**src/rtl/core/dcw_pkg.sv**
```systemverilog
package dcw_pkg;

    // Field widths
    localparam int unsigned YearW  = 14;
    localparam int unsigned MonthW = 4;
    localparam int unsigned DayW   = 5;
    localparam int unsigned CentW  = 8;   // year / 100 for any 14-bit year
    localparam int unsigned RemW   = 7;   // year % 100
    localparam int unsigned LeapW  = 13;  // leap years in 1..year
    localparam int unsigned SumW   = 15;  // day total before reduction mod 7
    localparam int unsigned StatW  = 3;
    localparam int unsigned WdayW  = 3;

    // Valid calendar range
    localparam logic [YearW-1:0] FirstYear = YearW'(1000);
    localparam logic [YearW-1:0] LastYear  = YearW'(9999);

    // Reciprocal of 100: (y * 5243) >> 19 is exact for y below 43690
    localparam int unsigned     CentShift = 19;
    localparam int unsigned     ProdW     = YearW + 13;
    localparam logic [ProdW-1:0] CentMul  = ProdW'(5243);
    localparam logic [YearW-1:0] Hundred  = YearW'(100);

    // Offset that folds the epoch (Wednesday 1000-01-01) into the sum mod 7
    localparam logic [SumW-1:0] EpochOffset = SumW'(5);

    // Month numbers
    localparam logic [MonthW-1:0] MonFeb = MonthW'(2);
    localparam logic [MonthW-1:0] MonApr = MonthW'(4);
    localparam logic [MonthW-1:0] MonJun = MonthW'(6);
    localparam logic [MonthW-1:0] MonSep = MonthW'(9);
    localparam logic [MonthW-1:0] MonNov = MonthW'(11);
    localparam logic [MonthW-1:0] MonDec = MonthW'(12);

    typedef enum logic [StatW-1:0] {
        ST_OK          = 3'd0,
        ST_BAD_YEAR    = 3'd1,
        ST_BAD_MONTH   = 3'd2,
        ST_BAD_DAY     = 3'd3,
        ST_OVER_30     = 3'd4,
        ST_FEB_OVER_28 = 3'd5,
        ST_FEB_OVER_29 = 3'd6
    } status_t;

    // After the century split
    typedef struct packed {
        logic [YearW-1:0]  year;
        logic [MonthW-1:0] month;
        logic [DayW-1:0]   day;
        logic [CentW-1:0]  cent;
    } split_t;

    // After remainder and leap count
    typedef struct packed {
        logic [YearW-1:0]  year;
        logic [MonthW-1:0] month;
        logic [DayW-1:0]   day;
        logic [CentW-1:0]  cent;
        logic [RemW-1:0]   rem;
        logic [LeapW-1:0]  leaps;
    } count_t;

    // After the checks and day total
    typedef struct packed {
        status_t          status;
        logic [SumW-1:0]  total;
    } check_t;

    // Days before the first of each month in a common year
    function automatic logic [8:0] days_before(input logic [MonthW-1:0] month);
        logic [8:0] days;
        unique case (month)
            4'd1:    days = 9'd0;
            4'd2:    days = 9'd31;
            4'd3:    days = 9'd59;
            4'd4:    days = 9'd90;
            4'd5:    days = 9'd120;
            4'd6:    days = 9'd151;
            4'd7:    days = 9'd181;
            4'd8:    days = 9'd212;
            4'd9:    days = 9'd243;
            4'd10:   days = 9'd273;
            4'd11:   days = 9'd304;
            4'd12:   days = 9'd334;
            default: days = 9'd0;
        endcase
        return days;
    endfunction

endpackage

```
**src/rtl/core/dcw_year_stage.sv**
```systemverilog
module dcw_year_stage (
    input  logic                          aclk,
    input  logic                          adv1,
    input  logic                          adv2,
    input  logic [dcw_pkg::YearW-1:0]     year_value,
    input  logic [dcw_pkg::MonthW-1:0]    month_value,
    input  logic [dcw_pkg::DayW-1:0]      day_value,
    output dcw_pkg::count_t               count_out
);

    dcw_pkg::split_t split_reg, split_next;
    dcw_pkg::count_t count_reg, count_next;
    logic [dcw_pkg::ProdW-1:0] prod;
    logic [dcw_pkg::YearW-1:0] cent_x100;
    logic [dcw_pkg::YearW-1:0] rem_full;

    // Split off the century by reciprocal multiplication
    always_comb begin
        prod             = dcw_pkg::ProdW'(year_value) * dcw_pkg::CentMul;
        split_next.year  = year_value;
        split_next.month = month_value;
        split_next.day   = day_value;
        split_next.cent  = prod[dcw_pkg::CentShift +: dcw_pkg::CentW];
    end

    // Remainder within the century and leap years up to this year
    always_comb begin
        cent_x100        = dcw_pkg::YearW'(split_reg.cent) * dcw_pkg::Hundred;
        rem_full         = split_reg.year - cent_x100;
        count_next.year  = split_reg.year;
        count_next.month = split_reg.month;
        count_next.day   = split_reg.day;
        count_next.cent  = split_reg.cent;
        count_next.rem   = rem_full[dcw_pkg::RemW-1:0];
        count_next.leaps = dcw_pkg::LeapW'(split_reg.year[dcw_pkg::YearW-1:2])
                         - dcw_pkg::LeapW'(split_reg.cent)
                         + dcw_pkg::LeapW'(split_reg.cent[dcw_pkg::CentW-1:2]);
    end

    always_ff @(posedge aclk) begin
        if (adv1) begin
            split_reg <= split_next;
        end
        if (adv2) begin
            count_reg <= count_next;
        end
    end

    assign count_out = count_reg;

endmodule

```
**src/rtl/core/dcw_check_stage.sv**
```systemverilog
module dcw_check_stage (
    input  logic               aclk,
    input  logic               adv,
    input  dcw_pkg::count_t    count_in,
    output dcw_pkg::check_t    check_out
);

    dcw_pkg::check_t check_reg, check_next;
    logic leap;
    logic thirty_month;
    logic feb;
    logic late_adj;

    always_comb begin
        // Leap rule: by 4 and not by 100, or by 400
        leap = ((count_in.year[1:0] == 2'd0) && (count_in.rem != '0))
            || ((count_in.rem == '0) && (count_in.cent[1:0] == 2'd0));
        thirty_month = (count_in.month == dcw_pkg::MonApr)
                    || (count_in.month == dcw_pkg::MonJun)
                    || (count_in.month == dcw_pkg::MonSep)
                    || (count_in.month == dcw_pkg::MonNov);
        feb      = (count_in.month == dcw_pkg::MonFeb);
        late_adj = leap && (count_in.month > dcw_pkg::MonFeb);

        // First failing check sets the status
        priority if ((count_in.year < dcw_pkg::FirstYear)
                     || (count_in.year > dcw_pkg::LastYear)) begin
            check_next.status = dcw_pkg::ST_BAD_YEAR;
        end else if ((count_in.month == '0) || (count_in.month > dcw_pkg::MonDec)) begin
            check_next.status = dcw_pkg::ST_BAD_MONTH;
        end else if (count_in.day == '0) begin
            check_next.status = dcw_pkg::ST_BAD_DAY;
        end else if (thirty_month && (count_in.day > dcw_pkg::DayW'(30))) begin
            check_next.status = dcw_pkg::ST_OVER_30;
        end else if (!leap && feb && (count_in.day > dcw_pkg::DayW'(28))) begin
            check_next.status = dcw_pkg::ST_FEB_OVER_28;
        end else if (leap && feb && (count_in.day > dcw_pkg::DayW'(29))) begin
            check_next.status = dcw_pkg::ST_FEB_OVER_29;
        end else begin
            check_next.status = dcw_pkg::ST_OK;
        end

        // Day total, congruent mod 7 to the weekday index
        check_next.total = dcw_pkg::SumW'(count_in.year)
                         + dcw_pkg::SumW'(count_in.leaps)
                         - dcw_pkg::SumW'(leap)
                         + dcw_pkg::SumW'(dcw_pkg::days_before(count_in.month))
                         + dcw_pkg::SumW'(late_adj)
                         + dcw_pkg::SumW'(count_in.day)
                         + dcw_pkg::EpochOffset;
    end

    always_ff @(posedge aclk) begin
        if (adv) begin
            check_reg <= check_next;
        end
    end

    assign check_out = check_reg;

endmodule

```
**src/rtl/core/dcw_mod7_stage.sv**
```systemverilog
module dcw_mod7_stage (
    input  logic                          aclk,
    input  logic                          adv,
    input  dcw_pkg::check_t               check_in,
    output logic [dcw_pkg::StatW-1:0]     status,
    output logic [dcw_pkg::WdayW-1:0]     weekday
);

    logic [dcw_pkg::StatW-1:0] status_reg, status_next;
    logic [dcw_pkg::WdayW-1:0] weekday_reg, weekday_next;
    logic [5:0] fold1;
    logic [3:0] fold2;
    logic [3:0] fold3;

    // Reduce mod 7 by summing octal digits, since 8 is 1 mod 7
    always_comb begin
        fold1 = 6'(check_in.total[2:0]) + 6'(check_in.total[5:3])
              + 6'(check_in.total[8:6]) + 6'(check_in.total[11:9])
              + 6'(check_in.total[14:12]);
        fold2 = 4'(fold1[2:0]) + 4'(fold1[5:3]);
        fold3 = (fold2 >= 4'd7) ? (fold2 - 4'd7) : fold2;
        status_next  = check_in.status;
        weekday_next = (check_in.status == dcw_pkg::ST_OK) ? fold3[2:0] : '0;
    end

    always_ff @(posedge aclk) begin
        if (adv) begin
            status_reg  <= status_next;
            weekday_reg <= weekday_next;
        end
    end

    assign status  = status_reg;
    assign weekday = weekday_reg;

endmodule

```
**src/rtl/core/date_check_and_weekday.sv**
```systemverilog
// Channel | Direction | Handshake          | Payload
// s_      | in        | s_valid / s_ready  | s_year_value, s_month_value, s_day_value
// m_      | out       | m_valid / m_ready  | m_status, m_weekday
//
// Four register stages: century split by multiplier, remainder and leap
// count, checks and day total, reduction mod 7 into the output register.
// One transaction per cycle unless m_ready stalls the pipe.
// aresetn (synchronous, active low) clears only the stage valid bits.
// A stall on m_ready holds the occupied stages ahead of the first empty one; the rest still fill.
module date_check_and_weekday (
    input  logic                          aclk,
    input  logic                          aresetn,
    input  logic                          s_valid,
    output logic                          s_ready,
    input  logic [dcw_pkg::YearW-1:0]     s_year_value,
    input  logic [dcw_pkg::MonthW-1:0]    s_month_value,
    input  logic [dcw_pkg::DayW-1:0]      s_day_value,
    output logic                          m_valid,
    input  logic                          m_ready,
    output logic [dcw_pkg::StatW-1:0]     m_status,
    output logic [dcw_pkg::WdayW-1:0]     m_weekday
);

    logic [3:0] vld_reg, vld_next;
    logic [3:0] adv;
    dcw_pkg::count_t count;
    dcw_pkg::check_t check;

    // Advance a stage when it is empty or the next one moves
    always_comb begin
        adv[3] = !vld_reg[3] || m_ready;
        adv[2] = !vld_reg[2] || adv[3];
        adv[1] = !vld_reg[1] || adv[2];
        adv[0] = !vld_reg[0] || adv[1];
    end

    // Move valid bits along with the data
    always_comb begin
        vld_next[0] = adv[0] ? s_valid    : vld_reg[0];
        vld_next[1] = adv[1] ? vld_reg[0] : vld_reg[1];
        vld_next[2] = adv[2] ? vld_reg[1] : vld_reg[2];
        vld_next[3] = adv[3] ? vld_reg[2] : vld_reg[3];
    end

    always_ff @(posedge aclk) begin
        if (!aresetn) begin
            vld_reg <= '0;
        end else begin
            vld_reg <= vld_next;
        end
    end

    dcw_year_stage u_year (
        .aclk        (aclk),
        .adv1        (adv[0]),
        .adv2        (adv[1]),
        .year_value  (s_year_value),
        .month_value (s_month_value),
        .day_value   (s_day_value),
        .count_out   (count)
    );

    dcw_check_stage u_check (
        .aclk      (aclk),
        .adv       (adv[2]),
        .count_in  (count),
        .check_out (check)
    );

    dcw_mod7_stage u_mod7 (
        .aclk     (aclk),
        .adv      (adv[3]),
        .check_in (check),
        .status   (m_status),
        .weekday  (m_weekday)
    );

    assign s_ready = adv[0];
    assign m_valid = vld_reg[3];

endmodule
```
**config.mk**
```make
export PLATFORM = sky130hd
export DESIGN_NAME = date_check_and_weekday
export DESIGN_NICKNAME = d
export VERILOG_FILES = /design/src/rtl/core/dcw_pkg.sv /design/src/rtl/core/dcw_year_stage.sv /design/src/rtl/core/dcw_check_stage.sv /design/src/rtl/core/dcw_mod7_stage.sv /design/src/rtl/core/date_check_and_weekday.sv
export SDC_FILE = /design/constraint.sdc
export NUM_CORES = 1
export LEC_CHECK = 0
export ABC_AREA = 1
export BUFFER_PORTS_ARGS = -buffer_cell sky130_fd_sc_hd__buf_4
export CELL_PAD_IN_SITES_DETAIL_PLACEMENT = 1
export CELL_PAD_IN_SITES_GLOBAL_PLACEMENT = 2
export CORE_MARGIN = 8
export CORE_UTILIZATION = 31
export CTS_BUF_LIST = sky130_fd_sc_hd__clkbuf_16
export CTS_CLUSTER_SIZE = 8
export DETAILED_ROUTE_END_ITERATION = 16
export GPL_TIMING_DRIVEN = 0
export PLACE_DENSITY_LB_ADDON = 0.15
export SKIP_CTS_REPAIR_TIMING = 1
export SLEW_MARGIN = 20
export SYNTH_ARGS = -nofsm -noshare
export SYNTH_HDL_FRONTEND = slang
export SYNTH_SLANG_ARGS = --single-unit
```
**constraint.sdc**
```tcl
create_clock -name aclk -period 8.3 [get_ports aclk]
set_input_delay 0.415 -clock aclk [delete_from_list [all_inputs] [get_ports aclk]]
set_output_delay 0.415 -clock aclk [all_outputs]
set_load 0.01 [all_outputs]
```
==> flow_summary.yaml <==
run_status:
  outcome: "complete, no violations"
setup_path:
  crit_fanout: 4
  worstRegToRegCells: 19
  required_ns: 8.51
  worstPathArrival_ns: 4.92
  critPathLaunchType: "flip-flop"
  endpoint_kind: "flip-flop"
  critPathKind: "reg -> reg"
logic_synthesis:
  syn_inst: 1061
  ys_warn_count: 0
  yosysUniqueCellTypes: 36
  synth.ff_latch_count: 111
  synth_nets: 1357
  netlist.area_leader.share: 0.284
  netlist_top_cells_area: "edfxtp_1 (28%), ha_1 (21%), fa_1 (18%)"
  yosysSeqAreaShare: 0.309
  synth_area_mm2: 0.0104
  yosys.area.top_type: "edfxtp_1"
  syn_avg_cell_area_um2: 9.76
floorplan:
  dieArea_mm2: 0.0395
  rows: 67
  initial_core_util: 0.312
  io_pins: 35
  core_area_mm2: 0.0332
  die_w_um: 199
  die_y_um: 199
layout:
  drive_gt1_frac: 0.0567
  design_area_mm2: 0.0114
  layoutNonFillerInstCount: 1559
  layout-area-overhead-vs-synth_pct: 10.6
  largest_register_ffs: 43
  nets: 1402
  layout_common_cells: "inv_1 (274), ha_1 (175), nand2_1 (148)"
  mostFrequentLayoutCell: "inv_1"
  diodes: 0
placed_design:
  dp.cells: 1543
  port_buffers: 34
  place_area_mm2: 0.0112
  dp_hpwl_um: 20700
  place.gp.congestion: 0.766
route:
  detail-route-antenna-nets: 0
  wl_per_cell_um: 15.0
  via_per_inst: 4.33
  drt-initial-drc-count: 143
  num_vias: 6752
  drc_errors: 0
  drtPass1Iterations: 4
  routed_wl_um: 23400
clock_tree:
  clock_latency_ns: 0.36
  htree_levels: 3
  root_buffer: "clkbuf_16"
  cts-buffers-inserted: 9
  clkTransAtPathRegs_ns: 0.08
  cts.sinks: 111
  cts_tree: "yes"
  clk_path_buf_depth: 2
sta:
  max_clock_freq_ghz: 0.212
  worst_pin_slew_ns: 0.878
  finalCritPeriodShare: 0.568
  slew_viol_final: 0
  finalSetupTns_ns: 0
  finalHoldViolCount: 0
  setup_viol: 0
  period_needed_ns: 4.71
  slew_headroom: 0.413
  rsz0062_at_grt: "no"
  finClkSkew_ns: 0.00849
flow_run:
  cap_violations: 0
grt:
  grt_max_degree: 53
  grt_use_total: 0.128
  antenna_found_initial: 0
  grt_pass1_vias: 7689
  overflow: 0
  grt_pass1_wl_um: 39200
min_path:
  hold_path_depth: 1
  hp-class: "in -> reg"
[per-stage QoR]
step | setup slack, ns | util | hold WS (ns)
after floorplan | 3.98 | - | 0.400
after global placement | 3.50 | 0.336 | 0.403
after detailed placement | 3.49 | 0.336 | 0.406
after CTS | 3.53 | 0.345 | 0.206
after global routing | 3.29 | 0.345 | 0.203
final | 3.59 | 0.345 | 0.224
[metal layers]
layer | up-vias | global-route usage | wire length, um
met5 | - | 0 | 0
met4 | 0 | 0.0357 | 377
met3 | 17 | 0.0142 | 214
met2 | 22 | 0.251 | 13000
met1 | 3236 | 0.142 | 9810
li1 | 3477 | - | -
[kinds of logic after synthesis]
kind of cell	Yosys count	share of synthesized area
fa+ha+maj	269	0.393
flops	111	0.309
buf+inv	276	0.101
compound gates	107	0.0587
simple gates	264	0.109
xor+xnor	34	0.0288
[cell usage after synthesis]
master / count
or2_2: 1
nand2_1: 148
o21ai_2: 1
a21boi_0: 2
nor3_1: 11
o21ai_0: 29
nor4_1: 1
edfxtp_1: 98
o211ai_1: 1
nand2_2: 1
nand4_1: 11
buf_6: 1
o21bai_1: 7
xor2_1: 22
a21o_1: 2
nand4_2: 1
and2_2: 1
nor2_1: 41
ha_1: 175
nor2_4: 1
o22ai_2: 1
nand3_1: 43
o21ai_1: 5
a21oi_1: 53
a31oi_1: 1
inv_2: 1
o21a_1: 3
inv_4: 1
fa_1: 94
nor2_2: 2
inv_1: 273
or3_1: 1
o21ai_4: 2
nand3b_1: 1
xnor2_1: 12
dfxtp_1: 13
[worst max-delay path: stages (launching register included)]
cell and delay, ns:
edfxtp_1 0.38, ha_1 0.25, fa_1 0.51, inv_1 0.06, fa_1 0.48, inv_1 0.05, fa_1 0.45, ha_1 0.24
fa_1 0.41, xor2_1 0.15, ha_1 0.18, inv_1 0.06, fa_1 0.50, inv_1 0.05, ha_1 0.21, inv_1 0.07
nor2_1 0.04, nor2_1 0.21, o21ai_0 0.12, a21oi_1 0.15
[area by class of cell]
cell class / instances / area [um2]
fillers: 3879 / 21800
multi-input cells: 674 / 6100
flip-flops and latches: 111 / 3200
inverters: 275 / 1030
well taps: 448 / 561
repair buffers: 34 / 255
clock buffers: 9 / 225
clock inverters: 7 / 53.8
plain buffers: 1 / 11.3
[final timing paths]
| check | to | start | slack [ns] |
|---|---|---|---|
| worst max-delay path | u_mod7.weekday[1] | u_check.check_out[0] | 3.59 |
| worst min-delay path | u_year.count_next[36] | s_month_value[3] | 0.22 |
| worst max register to register | u_mod7.weekday[1] | u_check.check_out[0] | 3.59 |
| worst min register to register | u_year.count_out[29] | u_year.count_next[29] | 0.42 |
Power is not shown: default switching activity piles up to over one toggle a cycle in this logic, so the estimate is an artifact.
